===== src/design/hagc_pkg.sv =====
// Package for the hang AGC block: shared types, register indexes and constants.
// No dependencies.
package hagc_pkg;

  localparam int GAIN_BITS   = 24;
  localparam int WEIGHT_BITS = 17;
  localparam int HANG_BITS   = 16;
  localparam int CFG_IDX_BITS = 3;
  localparam int CFG_DATA_BITS = 24;

  typedef enum logic [CFG_IDX_BITS-1:0] {
    REG_ENABLE    = 3'd0,
    REG_GAIN_TOP  = 3'd1,
    REG_GAIN_BOT  = 3'd2,
    REG_HANG_THR  = 3'd3,
    REG_HANG_SMP  = 3'd4,
    REG_ATTACK_W  = 3'd5,
    REG_DECAY_W   = 3'd6,
    REG_DELAY     = 3'd7
  } cfg_reg_t;

  typedef struct packed {
    logic                   enable;
    logic [GAIN_BITS-1:0]   gain_top;
    logic [GAIN_BITS-1:0]   gain_bottom;
    logic [GAIN_BITS-1:0]   hang_threshold;
    logic [HANG_BITS-1:0]   hang_samples;
    logic [WEIGHT_BITS-1:0] attack_weight;
    logic [WEIGHT_BITS-1:0] decay_weight;
    logic [8:0]             delay_samples;
  } cfg_t;

  typedef enum logic [3:0] {
    ST_IDLE, ST_SQRT, ST_DIV, ST_BLEND_A, ST_BLEND_B, ST_SCALE_A, ST_SCALE_B
  } state_t;

  localparam logic [GAIN_BITS-1:0] GAIN_ONE  = 24'd65536;
  localparam logic [GAIN_BITS-1:0] GAIN_MAX  = 24'hFFFFFF;

endpackage


===== src/design/hagc_div.sv =====
// Restoring divider, one quotient bit per cycle, quotient saturated to 24 bits.
// Depends on hagc_pkg.
module hagc_div
  import hagc_pkg::*;
#(
  parameter int NUM_BITS = 41,
  parameter int DEN_BITS = 32
) (
  input  logic                 clk,
  input  logic                 rst,
  input  logic                 start,
  input  logic [NUM_BITS-1:0]  num,
  input  logic [DEN_BITS-1:0]  den,
  output logic                 done,
  output logic [GAIN_BITS-1:0] quot
);

  localparam int CW = $clog2(NUM_BITS + 1);

  logic [NUM_BITS-1:0] q;
  logic [DEN_BITS:0]   rem;
  logic [DEN_BITS-1:0] d;
  logic [CW-1:0]       cnt;
  logic                busy;
  logic [DEN_BITS:0]   sh;
  logic [DEN_BITS+1:0] diff;

  always_comb begin
    sh   = {rem[DEN_BITS-1:0], q[NUM_BITS-1]};
    diff = {1'b0, sh} - {2'b00, d};
  end

  always_ff @(posedge clk) begin
    if (rst) begin
      busy <= 1'b0;
      done <= 1'b0;
      cnt  <= '0;
    end else begin
      done <= busy && !start && (cnt == CW'(1));
      if (start) begin
        busy <= 1'b1;
        cnt  <= CW'(NUM_BITS);
        q    <= num;
        rem  <= '0;
        d    <= den;
      end else if (busy) begin
        if (!diff[DEN_BITS+1]) begin
          rem <= diff[DEN_BITS:0];
          q   <= {q[NUM_BITS-2:0], 1'b1};
        end else begin
          rem <= sh;
          q   <= {q[NUM_BITS-2:0], 1'b0};
        end
        cnt <= cnt - 1'b1;
        if (cnt == CW'(1)) begin
          busy <= 1'b0;
        end
      end
    end
  end

  assign quot = (|q[NUM_BITS-1:GAIN_BITS]) ? GAIN_MAX : q[GAIN_BITS-1:0];

endmodule


===== config.mk =====
export PLATFORM = sky130hd
export DESIGN_NAME = hagc_div
export DESIGN_NICKNAME = d
export VERILOG_FILES = /design/src/design/hagc_pkg.sv /design/src/design/hagc_div.sv
export SDC_FILE = /design/constraint.sdc
export NUM_CORES = 1
export LEC_CHECK = 0
export ABC_AREA = 1
export BUFFER_PORTS_ARGS = -buffer_cell sky130_fd_sc_hd__buf_2
export CORE_ASPECT_RATIO = 0.75
export CORE_MARGIN = 5
export CORE_UTILIZATION = 35
export CTS_BUF_LIST = sky130_fd_sc_hd__clkbuf_2 sky130_fd_sc_hd__clkbuf_4 sky130_fd_sc_hd__clkbuf_8
export DETAILED_ROUTE_END_ITERATION = 6
export SLEW_MARGIN = 20
export SYNTH_ARGS = -nofsm -noshare
export SYNTH_HDL_FRONTEND = slang
export SYNTH_SLANG_ARGS = --single-unit

===== constraint.sdc =====
create_clock -name clk -period 5.1 [get_ports clk]
set_clock_uncertainty 0.1 [all_clocks]
set_input_delay 0 -clock clk [delete_from_list [all_inputs] [get_ports clk]]
set_output_delay 0 -clock clk [all_outputs]
set_load 0.03 [all_outputs]

**Word-level counts from Yosys, hierarchy flattened**

Cells that the tools add are included.

- Flip-flop bits (word level): 113
- Bits of input ports: 76
- Output and inout port bits: 25

- $add $sub $neg: 2
- Equality and inequality tests: 1
- Mux-type cells: 11
- Bitwise logic cells: 1
- Reduce and logical (&&, ||, !) cells: 8

Operator list:

| operator | count |
|---|---|
| $mux W41 | 2 |
| $mux W32 | 2 |
| $sub A33 B32 Y34 | 1 |
| $mux W24 | 1 |
| $reduce_or A17 Y1 | 1 |
| $mux W6 | 2 |
| $eq A6 B1 Y1 const B | 1 |
| $sub A6 B1 Y6 const B | 1 |
| $mux W1 | 4 |
| $reduce_and A2 Y1 | 2 |
| $logic_and A1 B1 Y1 | 2 |
| $reduce_bool A2 Y1 | 1 |
| $reduce_or A2 Y1 | 1 |
| $logic_not A1 Y1 | 1 |
| $not A1 Y1 | 1 |

**Depth between registers and ports, before layout**

- Depth after elaboration: 4
- Depth in mapped cells: 16
- Gate-level depth less buffers: 16

**Worst setup path after synthesis**

No wires, ideal clock.

- Path kind: reg2reg
- Start point: register busy
- End point: register q[0] (enable)
- Library setup time: 505 ps
- Data arrival time: 3,667 ps
- Required time: 4,495 ps
- Path slack: 828 ps
- Cell stages (with the launch flop): 4
- Cells stage by stage: dfxtp_1 clkbuf_1 nor2_1 nor2_1

- Longest elaborated chain between the ends: 2

RTL lines:

| item | line | source |
|---|---|---|
| start: declaration | hagc_div.sv:24 | `logic busy;` |
| start signal: assignment | hagc_div.sv:35 | `busy <= 1'b0;` |
| start signal: assignment | hagc_div.sv:41 | `busy <= 1'b1;` |
| start signal: assignment | hagc_div.sv:56 | `busy <= 1'b0;` |
| $reduce_bool A2 Y1 (no source line) | -- |  |
| $reduce_and A2 Y1 (no source line) | -- |  |
| end signal: assignment | hagc_div.sv:43 | `q <= num;` |
| end signal: assignment | hagc_div.sv:49 | `q <= {q[NUM_BITS-2:0], 1'b1};` |
| end signal: assignment | hagc_div.sv:52 | `q <= {q[NUM_BITS-2:0], 1'b0};` |
| end: declaration | hagc_div.sv:20 | `logic [NUM_BITS-1:0] q;` |

No other way between the ends.
A chain may end at the register's enable or synchronous reset.

**Worst setup path after layout**

- Start point: register q[40]
- End point: register rem[28] (data pin)

- Longest elaborated chain between the ends: 3

RTL lines:

| item | line | source |
|---|---|---|
| $sub A33 B32 Y34 | hagc_div.sv:30 | `diff = {1'b0, sh} - {2'b00, d};` |
| $mux W32 | hagc_div.sv:47 | `if (!diff[DEN_BITS+1]) begin` |
| $mux W32 | hagc_div.sv:46 | `end else if (busy) begin` |
| end signal: assignment | hagc_div.sv:48 | `rem <= diff[DEN_BITS:0];` |
| end signal: assignment | hagc_div.sv:51 | `rem <= sh;` |
| end: declaration | hagc_div.sv:21 | `logic [DEN_BITS:0] rem;` |

No other way between the ends. The select of a mux whose other input is x is not followed.

==> run metrics <==
Rel. slew slack=38.5%; Hold Crit Endpoint=d[17]; Layout area overhead=25.9%; total gr overflow=0; sw frac=34.1%; Final min period=approximately 2.9 ns; reg-to-reg slack, setup=about 2.2 ns; synthesized instance count=about 1000; most frequent cells in the layout=409 x nand2_1, 191 x inv_1, 105 x edfxtp_1, 100 x buf_2, 87 x nor2_1; Die Wd=around 180 um; clock slew at reported path FFs=0.08 ns; crit path kind=flop to flop; Routed WL per cell=13.1 um; DP Wirelength=approximately 14 mm; Pleak=4.79 nW; clock root buffer master=clkbuf_8; DIE AREA=24700 sq um; initial core utilization=35.7%; Clk Latency, worst-skew pair=0.45 ns; TritonCTS buffer count=17; critical path data arrival time=about 3.0 ns; pre-CTS setup slack=around 2.3 ns; routed via count=between 6000 and 7000; Pre-antenna DRT Iters=5; Port Buffers=100; Post-synth EDFFs=105; fmax=roughly 350 MHz; # rows=between 40 and 50; share of post-route cells with drive strength above 1=14.3%; crit start category=flop; Setup crit end kind=flop; Post-Route Setup TNS=0 ns; part of the power in registers=41.2%; setup ws final=2.24 ns; DRC marker count from the first detailed-route iteration=478; Peak VDD IR=0.137 mV; num ports=101; Post-Syn Nets=1148; initial antenna violation count=0; Design Power=between 2 and 3 mW; pwr/cell area=292 nW/um^2; Overall Global Routing Usage=16.5%; Final Max Slew Viols=0; number of synthesized register bits=113; adder-cell share of the synthesized area=between 5 and 6%; largest net degree at the start of global routing=55; Area after DPL=8360 sq um; Clock Sink Count=113; XOR/XNOR Fraction of Synth Area=under 10%; compound-gate portion of the synthesized area=around 3.8%; gpl congestion=between 0.9 and 1; RSZ-0062 raised after global routing=no; Psw=949 uW; first-pass GRT wire length=approximately 32 mm; Vias per Instance=4.48; Final Cell Area=9520 sq um; Post-Syn Area=7560 sq um; combinational family with the most area after synthesis=simple AND/OR/NAND/NOR gates; Fin. Hold Viols=0; number of global-route vias before repair=between 6000 and 7000; crit path max fanout=4; CTS tree=yes; period utilization=56.1%; reg2reg path depth=16; Logic pwr share=28.5%; total DRC errors in the routed layout=0; post-synthesis mux area share=0%; core region area=21200 sq um; Synth cell types=38; Max Cap Viol=0; H-tree depth=4; Max Root-Sink Buffers=2; total of warnings raised by yosys=0; Die H=137 um; Worst EP required=approximately 5.2 ns; Post-Route WL=19.9 mm; status=complete, no violations; HP Class=input pin to flop; Final Setup Violations=0; Worst Tran Pin Value=0.921 ns; P_int=approximately 1.8 mW; ANT nets after route=0; commonest non-fill, non-tap cell in the layout=nand2_1; syn avg cell area=around 7.3 sq um; antenna fix cells=0; FFs w/ async S/R, synth=0%; Post-Synth Simple-Gate Area=33.2%; top_reg_cell synth=edfxtp_1; Hold Path Origin=den[17]; Crit Reg-Reg Startpoint=q[40]; R2R Path End=rem[28]; hold path depth=2; sequential-to-total area share from yosys stat=43.8%; clock group share of total power=30.3%; Layout Nets=1326
[how the worst max path moves through the flow]
stage	cells past startpoint	slack, ns	from	endpoint
after floorplan	3	0.83	busy	q[0]
after global placement	16	2.28	q[40]	rem[28]
after detailed placement	16	2.29	q[40]	rem[28]
after CTS	16	2.26	q[40]	rem[28]
after global routing	16	2.04	q[40]	rem[28]
final	16	2.24	q[40]	rem[28]
[power by group through the flow]
stage	sequential (mW)	combinational, mW	clock [mW]
detailed placement	1.17	0.742	0
floorplan	1.16	0.563	0
CTS	1.15	0.790	0.867
finish	1.15	0.793	0.845
global placement	1.17	0.737	0
global route	1.16	0.905	0.908
[area by class of cell]
class	count	area, sq um
Tap cell	288	360
Timing Repair Buffer	181	1320
Clock buffer	17	234
Fill cell	2199	11700
Sequential cell	113	3310
Multi-Input combinational cell	700	3390
Clock inverter	15	141
Inverter	202	761
[cell usage after synthesis (2+ instances only)]
cell type / number / area share, %
nand2_1: 409 / 20
dfxtp_1: 8 / 2.1
nand2_2: 4 / 0.33
or2_2: 2 / 0.17
and2_1: 5 / 0.41
inv_2: 9 / 0.45
nor4_1: 6 / 0.50
a21oi_1: 18 / 1.2
a31oi_1: 2 / 0.17
nor2_1: 89 / 4.4
nand3_1: 33 / 2.2
edfxtp_1: 105 / 42
nand3_2: 2 / 0.26
buf_2: 4 / 0.26
nor2_2: 14 / 1.2
ha_1: 34 / 5.6
inv_1: 191 / 9.5
nand3b_1: 19 / 1.9
xor2_1: 14 / 1.6
nor3_1: 3 / 0.20
clkbuf_1: 14 / 0.70
buf_6: 3 / 0.45
o21ai_0: 26 / 1.7
nand4_1: 9 / 0.74
[through the flow]
step	util [%]	instances	hold slack [ns]
floorplan	-	1037	-0.00113
global placement	39.5	1407	0.0778
detailed placement	39.5	1407	0.0781
CTS	44.8	1515	0.117
global route	44.9	1516	0.119
finish	44.9	1516	0.148
[cell families after synthesis]
logic type      Yosys count
buf+inv                 224
simple gates            598
flops                   113
fa+ha+maj                35
compound gates           52
xor+xnor                 15
[state kept, by name, indices dropped and copies added, names as in the netlist]
register  count
done          1
cnt           6
rem          32
q            41
busy          1
d            32
[metal layers]
| metal | global-route usage (%) | share of wire, % |
|---|---|---|
| met2 | 24.5 | 42 |
| met5 | 0 | 0 |
| met1 | 24.4 | 51 |
| met3 | 3.51 | 5.8 |
| met4 | 4.36 | 1.4 |
[critical path, stage by stage (launching register included)]
cell and delay (ns):
edfxtp_1 0.39, inv_1 0.15, ha_1 0.16, inv_1 0.08, fa_1 0.45, nand3_1 0.11, nand3_1 0.24, nand2_1 0.13
nand2_1 0.18, nand2_1 0.11, nand2_1 0.11, nand2_1 0.10, nand2_1 0.06, nand2_1 0.06, nand3_1 0.07, nand2_1 0.07
inv_1 0.03
[timing repair]
action                                 CTS  global route
hold buffers                            76             0
endpoints found under the hold margin   80             0
setup buffers                            0             0
resized for setup                        0             0
(Power assumes the default switching activity.)
