`src/design/hagc_pkg.sv`:
```
// Package for the hang AGC block: shared types, register indexes and constants.
// No dependencies.
package hagc_pkg;

  localparam int GAIN_BITS   = 24;
  localparam int WEIGHT_BITS = 17;
  localparam int HANG_BITS   = 16;
  localparam int CFG_IDX_BITS = 3;
  localparam int CFG_DATA_BITS = 24;

  typedef enum logic [CFG_IDX_BITS-1:0] {
    REG_ENABLE    = 3'd0,
    REG_GAIN_TOP  = 3'd1,
    REG_GAIN_BOT  = 3'd2,
    REG_HANG_THR  = 3'd3,
    REG_HANG_SMP  = 3'd4,
    REG_ATTACK_W  = 3'd5,
    REG_DECAY_W   = 3'd6,
    REG_DELAY     = 3'd7
  } cfg_reg_t;

  typedef struct packed {
    logic                   enable;
    logic [GAIN_BITS-1:0]   gain_top;
    logic [GAIN_BITS-1:0]   gain_bottom;
    logic [GAIN_BITS-1:0]   hang_threshold;
    logic [HANG_BITS-1:0]   hang_samples;
    logic [WEIGHT_BITS-1:0] attack_weight;
    logic [WEIGHT_BITS-1:0] decay_weight;
    logic [8:0]             delay_samples;
  } cfg_t;

  typedef enum logic [3:0] {
    ST_IDLE, ST_SQRT, ST_DIV, ST_BLEND_A, ST_BLEND_B, ST_SCALE_A, ST_SCALE_B
  } state_t;

  localparam logic [GAIN_BITS-1:0] GAIN_ONE  = 24'd65536;
  localparam logic [GAIN_BITS-1:0] GAIN_MAX  = 24'hFFFFFF;

endpackage

```
`src/design/hagc_sqrt.sv`:
```
// Bit-serial integer square root, two result bits per cycle.
// Depends on hagc_pkg.
module hagc_sqrt
  import hagc_pkg::*;
#(
  parameter int IN_BITS = 48
) (
  input  logic                 clk,
  input  logic                 rst,
  input  logic                 start,
  input  logic [IN_BITS-1:0]   value,
  output logic                 done,
  output logic [IN_BITS/2-1:0] root
);

  // IN_BITS is a multiple of four so that every cycle takes two whole result bits.
  localparam int RB = IN_BITS / 2;
  localparam int CW = $clog2(RB + 1);

  logic [IN_BITS-1:0] rem;
  logic [IN_BITS-1:0] rad;
  logic [RB-1:0]      res;
  logic [CW-1:0]      cnt;
  logic               busy;

  logic [IN_BITS-1:0] rem1, rad1, rem2, rad2;
  logic [RB-1:0]      res1, res2;
  logic [IN_BITS+1:0] tr1, tr2;

  // One restoring step per half; each consumes two radicand bits.
  always_comb begin
    tr1  = {2'b00, rem[IN_BITS-3:0], rad[IN_BITS-1 -: 2]} - (IN_BITS+2)'({res, 2'b01});
    if (!tr1[IN_BITS+1]) begin
      rem1 = tr1[IN_BITS-1:0];
      res1 = {res[RB-2:0], 1'b1};
    end else begin
      rem1 = {rem[IN_BITS-3:0], rad[IN_BITS-1 -: 2]};
      res1 = {res[RB-2:0], 1'b0};
    end
    rad1 = {rad[IN_BITS-3:0], 2'b00};
    tr2  = {2'b00, rem1[IN_BITS-3:0], rad1[IN_BITS-1 -: 2]} - (IN_BITS+2)'({res1, 2'b01});
    if (!tr2[IN_BITS+1]) begin
      rem2 = tr2[IN_BITS-1:0];
      res2 = {res1[RB-2:0], 1'b1};
    end else begin
      rem2 = {rem1[IN_BITS-3:0], rad1[IN_BITS-1 -: 2]};
      res2 = {res1[RB-2:0], 1'b0};
    end
    rad2 = {rad1[IN_BITS-3:0], 2'b00};
  end

  always_ff @(posedge clk) begin
    if (rst) begin
      busy <= 1'b0;
      done <= 1'b0;
      cnt  <= '0;
    end else begin
      done <= busy && !start && (cnt == CW'(1));
      if (start) begin
        busy <= 1'b1;
        cnt  <= CW'(RB / 2);
        rem  <= '0;
        res  <= '0;
        rad  <= value;
      end else if (busy) begin
        rem <= rem2;
        res <= res2;
        rad <= rad2;
        cnt <= cnt - 1'b1;
        if (cnt == CW'(1)) begin
          busy <= 1'b0;
        end
      end
    end
  end

  assign root = res;

endmodule

```
`config.mk`:
```
export PLATFORM = sky130hd
export DESIGN_NAME = hagc_sqrt
export DESIGN_NICKNAME = d
export VERILOG_FILES = /design/src/design/hagc_pkg.sv /design/src/design/hagc_sqrt.sv
export SDC_FILE = /design/constraint.sdc
export NUM_CORES = 1
export LEC_CHECK = 0
export BUFFER_PORTS_ARGS = -buffer_cell sky130_fd_sc_hd__buf_2
export CAP_MARGIN = 20
export CELL_PAD_IN_SITES_DETAIL_PLACEMENT = 1
export CELL_PAD_IN_SITES_GLOBAL_PLACEMENT = 2
export CORE_MARGIN = 10
export CORE_UTILIZATION = 30
export CTS_CLUSTER_DIAMETER = 60
export DETAILED_ROUTE_END_ITERATION = 10
export HOLD_SLACK_MARGIN = 0.15
export PLACE_DENSITY_LB_ADDON = 0.12
export SLEW_MARGIN = 20
export SYNTH_ARGS = -nofsm -noshare
export SYNTH_HDL_FRONTEND = slang
export SYNTH_SLANG_ARGS = --single-unit
```
`constraint.sdc`:
```
create_clock -name clk -period 10.9 [get_ports clk]
set_input_delay 0.545 -clock clk [delete_from_list [all_inputs] [get_ports clk]]
set_output_delay 0.545 -clock clk [all_outputs]
set_load 0.02 [all_outputs]
```
* After elaboration in Yosys (flattened, before gate mapping)
Index checks and enable logic that the tools add are counted.
** Word-level totals
- Word-level logic and storage cells :: 31
- Output and inout port bits :: 25
- Flip-flop bits (word level) :: 125
- Input port bits :: 51
** Cells by class
- Bitwise operators :: 1
- Muxes and demuxes :: 13
- $add $sub $neg :: 3
- Reductions and logical operators :: 6
- Equal/unequal tests :: 1
** Operators with widths (count)
- 2-to-1 mux 46 bit :: 3
- subtractor 48 x 26 -> 49 bit :: 2
- 2-to-1 mux 48 bit :: 2
- 2-to-1 mux 24 bit :: 1
- 2-to-1 mux 4 bit :: 2
- == test 5 x 1 -> 1 bit (second input constant) :: 1
- 2-to-1 mux 1 bit :: 5
- subtractor 5 x 1 -> 5 bit (second input constant) :: 1
- logical AND 1 bit :: 2
- AND reduction 2 bit :: 1
- nonzero test 2 bit :: 1
- OR reduction 2 bit :: 1
- zero test 1 bit :: 1
- inverter 1 bit :: 1

* Logic depth before layout (Yosys ltp)
- Word-level depth :: 5
- Depth in mapped cells :: 28

* Worst setup path after synthesis
OpenSTA, ideal clock, no wires.
- Path kind :: input-to-reg
- Start :: input start
- End :: register rad[0] (enable)
- Cell stages on the path :: 4
- Arrival time :: 5.985 ns
- Required time :: 10.304 ns
- Setup slack :: 4.319 ns
- Cells stage by stage :: clkbuf_1 -> clkbuf_1 -> nor2_1 -> nor2_1
** On the way
- Longest elaborated chain between the ends :: 2
** RTL lines
- from (decl) :: line hagc_sqrt.sv:10 : input logic start,
- nonzero test 2 bit (no line)
- AND reduction 2 bit (no line)
- to (signal assigned) :: line hagc_sqrt.sv:64 : rad <= value;
- to (signal assigned) :: line hagc_sqrt.sv:68 : rad <= rad2;
- to (decl) :: line hagc_sqrt.sv:21 : logic [IN_BITS-1:0] rad;
Every way passes these cells.
A chain may end at the register's enable or synchronous reset.

* Final worst setup path
- Start :: register res[17], in the netlist root[17]
- End :: register rem[28] (data pin)
** On the way
- Longest elaborated chain between the ends :: 5
- Elaborated cells between the ends (all ways) :: 6
- Those cells by class :: add/sub (2); mux (4)
** RTL lines
- from (decl) :: line hagc_sqrt.sv:22 : logic [RB-1:0] res;
- from (signal assigned) :: line hagc_sqrt.sv:67 : res <= res2;
- subtractor 48 x 26 -> 49 bit :: line hagc_sqrt.sv:32 : tr1 = {2'b00, rem[IN_BITS-3:0], rad[IN_BITS-1 -: 2]} - (IN_BITS+2)'({res, 2'b01});
- 2-to-1 mux 46 bit or 2-to-1 mux 1 bit (tied branches) :: line hagc_sqrt.sv:33 : if (!tr1[IN_BITS+1]) begin
- subtractor 48 x 26 -> 49 bit :: line hagc_sqrt.sv:41 : tr2 = {2'b00, rem1[IN_BITS-3:0], rad1[IN_BITS-1 -: 2]} - (IN_BITS+2)'({res1, 2'b01});
- 2-to-1 mux 46 bit * :: line hagc_sqrt.sv:42 : if (!tr2[IN_BITS+1]) begin
- 2-to-1 mux 46 bit * :: line hagc_sqrt.sv:65 : end else if (busy) begin
- to (signal assigned) :: line hagc_sqrt.sv:66 : rem <= rem2;
- to (decl) :: line hagc_sqrt.sv:20 : logic [IN_BITS-1:0] rem;
Every way passes the cells marked *; elsewhere a longest branch is shown, timed or not. The select of a mux whose other input is x is not followed.

==> summary.md <==
| Metric | Value |
|---|---|
| Diode count | `0` |
| Cell row count | `64` |
| Ys flop type | `edfxtp_1` |
| EDFF count, synth | `between 100 and 150` |
| Clk buf depth | `2` |
| Chip Height | `between 150 and 200 um` |
| Layout cells sized above 1 | `0.1737` |
| Post-synthesis compound-gate area fraction | `0.1627` |
| Static Leak | `~0.004 uW` |
| Maximum VDD drop | `about 0.000097 V` |
| Port Buf Inserts | `75` |
| GR Overflow Total | `0` |
| Relative slew slack | `0.2862` |
| Max Cap Viol | `0` |
| Final #Nets | `between 1,000 and 1,500` |
| Min Clock Period, post-route | `just over 7 ns` |
| Critical Path Start Type | `flip-flop` |
| Synth async-reset ratio | `0` |
| Sequential area share after synthesis | `0.3972` |
| Worst slew pin tran | `roughly 1.1 ns` |
| Ys Warns | `0` |
| Vias in the first global route | `a little over 8,000` |
| Fin crit share | `0.6555` |
| Vias/cell | `~5.2` |
| Post-Synth XOR/XNOR Area | `0.07366` |
| Setup TNS | `0 ns` |
| Post-Synth Adder-Cell Area | `0.07016` |
| RSZ-0062 raised after global routing | `false` |
| Initial core utilization | `0.3040` |
| Initial antenna violation count | `1` |
| Crit path capture type | `flip-flop` |
| PD cells | `approximately 240 nW/um^2` |
| CTS tree | `done` |
| DRT Pass-1 Iters | `4` |
| Distinct cells, synth | `between 70 and 80` |
| Synth Net Count | `1,094` |
| Post-CTS sizing | `0` |
| Leading cell types in the layout, fill and taps excluded | `edfxtp_1 (118), nor2_1 (108), a21oi_1 (96), nand2_1 (93), buf_2 (74)` |
| Total core area | `roughly 31,000 sq um` |
| Fill cells | `between 3,000 and 4,000` |
| Synthesized cell area | `approximately 9300 sq um` |
| Max Transition Viols Final | `0` |
| Root Driver | `clkbuf_16` |
| Final setup violation count | `0` |
| Die width | `approximately 200 um` |
| Max frequency | `between 0.1 and 0.15 GHz` |
| # DRC | `0` |
| Worst R2R Setup Slack | `approximately 3.8 ns` |
| Dpl hpwl | `~22 mm` |
| Register bit total from synthesis | `roughly 130` |
| Hold_buf cts | `0` |
| Outcome | `complete, no violations` |
| GPL Wtd Cong | `roughly 0.82` |
| Design Power | `~2500 uW` |
| Commonest non-fill, non-tap cell in the layout | `edfxtp_1` |
| Fin util | `0.3426` |
| Number of CTS-inserted buffers | `17` |
| Main combinational cell family by area after synthesis | `simple AND/OR/NAND/NOR gates` |
| Syn avg cell area | `9.358 sq um` |
| Post-route ant nets | `0` |
| Via count | `approximately 7,400` |
| Final Hold Fails | `0` |
| Max FO, Critical Path | `39` |
| First-pass GRT wire length | `between 40 and 50 mm` |
| Mux cell area share after synthesis | `0.05909` |
| Clock skew | `about 0.015 ns` |
| Clock latency at the later pin of the worst-skew pair | `roughly 0.44 ns` |
| Post-Synth Simple-Gate Area | `0.1789` |
| Critical Path AT | `roughly 7.3 ns` |
| Drt wl/cell | `approximately 20 um` |
| Worst hold path type | `in -> reg` |
| WS Path Type | `reg -> reg` |
| Critical Path RT | `11.09 ns` |
| GRT Total Usage | `0.1545` |
| Die Footprint | `38,350 sq um` |
| # clock sinks | `approximately 130` |
| I/O pin count | `76` |
| H-Tree Depth | `4` |
| Largest net degree at the start of global routing | `82` |
| Setup Fix Bufs, Post-CTS | `0` |
| Synthesis-to-finish area growth | `12.71%` |
| DRT Wirelength | `approximately 29 mm` |
| First DRT Iteration DRCs | `338` |
| Worst-path clk slew | `~0.06 ns` |
| Post-Synthesis Cells | `991` |
[per-layer routing]
metal  share of wire  GRT usage  vias to the layer above
met5         0.00024          0                        -
met4           0.017    0.05119                        2
met3           0.031    0.03188                       27
met2            0.49     0.2594                       89
met1            0.46     0.1931                     3621
li1                -          -                     3673
[Yosys cell counts (6+ instances only)]
cell type | n | share of area
nand3_1 | 18 | 0.0097
a211oi_1 | 6 | 0.0049
dfxtp_1 | 7 | 0.015
nand2_1 | 93 | 0.038
o21a_1 | 8 | 0.0065
xnor2_1 | 49 | 0.046
nor2_1 | 109 | 0.044
and3_1 | 8 | 0.0054
a21oi_1 | 96 | 0.052
xor2_1 | 29 | 0.027
o21ai_0 | 43 | 0.023
nand4_1 | 14 | 0.0094
ha_1 | 52 | 0.070
or3_1 | 12 | 0.0081
buf_4 | 24 | 0.019
a211oi_2 | 7 | 0.0094
nor3_1 | 29 | 0.016
o21bai_1 | 10 | 0.0081
and2_1 | 6 | 0.0040
or4_1 | 8 | 0.0065
clkbuf_1 | 27 | 0.011
inv_1 | 48 | 0.019
mux2_2 | 44 | 0.053
a21o_1 | 17 | 0.014
edfxtp_1 | 118 | 0.38
[power breakdown]
group	switching, uW	leakage (uW)	total, uW	internal (uW)
Clock	251	0.000299	614	363
Sequential	44.5	0.00120	657	612
Combinational	728	0.00252	1190	461
[registers in the layout, indices dropped and copies added (netlist names)]
name / flops
cnt: 5
rad: 48
busy: 1
root: 24
done: 1
rem: 46
[logic make-up (layout without fill, tap and decap cells)]
group | Yosys count | in the layout
xor gates and xnor gates | 78 | 78
AOI/OAI and AO/OA | 238 | 238
and+or+nand+nor | 339 | 339
muxes | 49 | 49
buffers and inverters | 110 | 161
adders and majority gates | 52 | 52
DFF | 125 | 125
[worst max-delay path, stage by stage, from the launching register on]
cell and delay [ns]:
edfxtp_1 0.34, inv_1 0.10, ha_1 0.46, nand2_1 0.09
o21ai_1 0.53, a311oi_1 0.28, and3_1 0.31, nand2_2 0.60
clkinv_2 0.64, o21ai_0 0.41, ha_1 0.37, a21oi_1 0.21
o21ai_0 0.14, inv_1 0.08, o221ai_1 0.11, a21o_1 0.23
a31oi_1 0.47, nand4_2 0.50, nor2_2 0.19, buf_4 0.37
nor4bb_1 0.12, mux2_1 0.33
[path summary, 6_finish.rpt]
check / startpoint / end / cells after the start
worst min-delay path: value[0] / rad[0] / 2
worst max register to register: root[17] / rem[28] / 21
worst min register to register: cnt[1] / cnt[1] / 2
worst max-delay path: root[17] / rem[28] / 21
[final cells by class]
type | instances | area (sq um) | share of cell area
sequential | 125 | 3684 | 0.3524
timing repair buffer | 81 | 422.9 | 0.04046
inverter | 49 | 185.2 | 0.01772
clock buffer | 17 | 425.4 | 0.04070
multi-input combinational | 756 | 5057 | 0.4838
clock inverter | 14 | 182.7 | 0.01748
tap | 396 | 495.5 | 0.04740
[through the flow]
step	instances	cell area, sq um	setup WS, ns	hold WS, ns
floorplan	991	9274	4.319	0.4686
global placement	1407	9844	3.694	0.4931
detailed placement	1407	9844	3.664	0.5045
CTS	1438	10450	3.639	0.3606
global route	1438	10450	2.977	0.3702
finish	1438	10450	3.755	0.3863
Note: power is estimated with default switching activity, not from simulation.
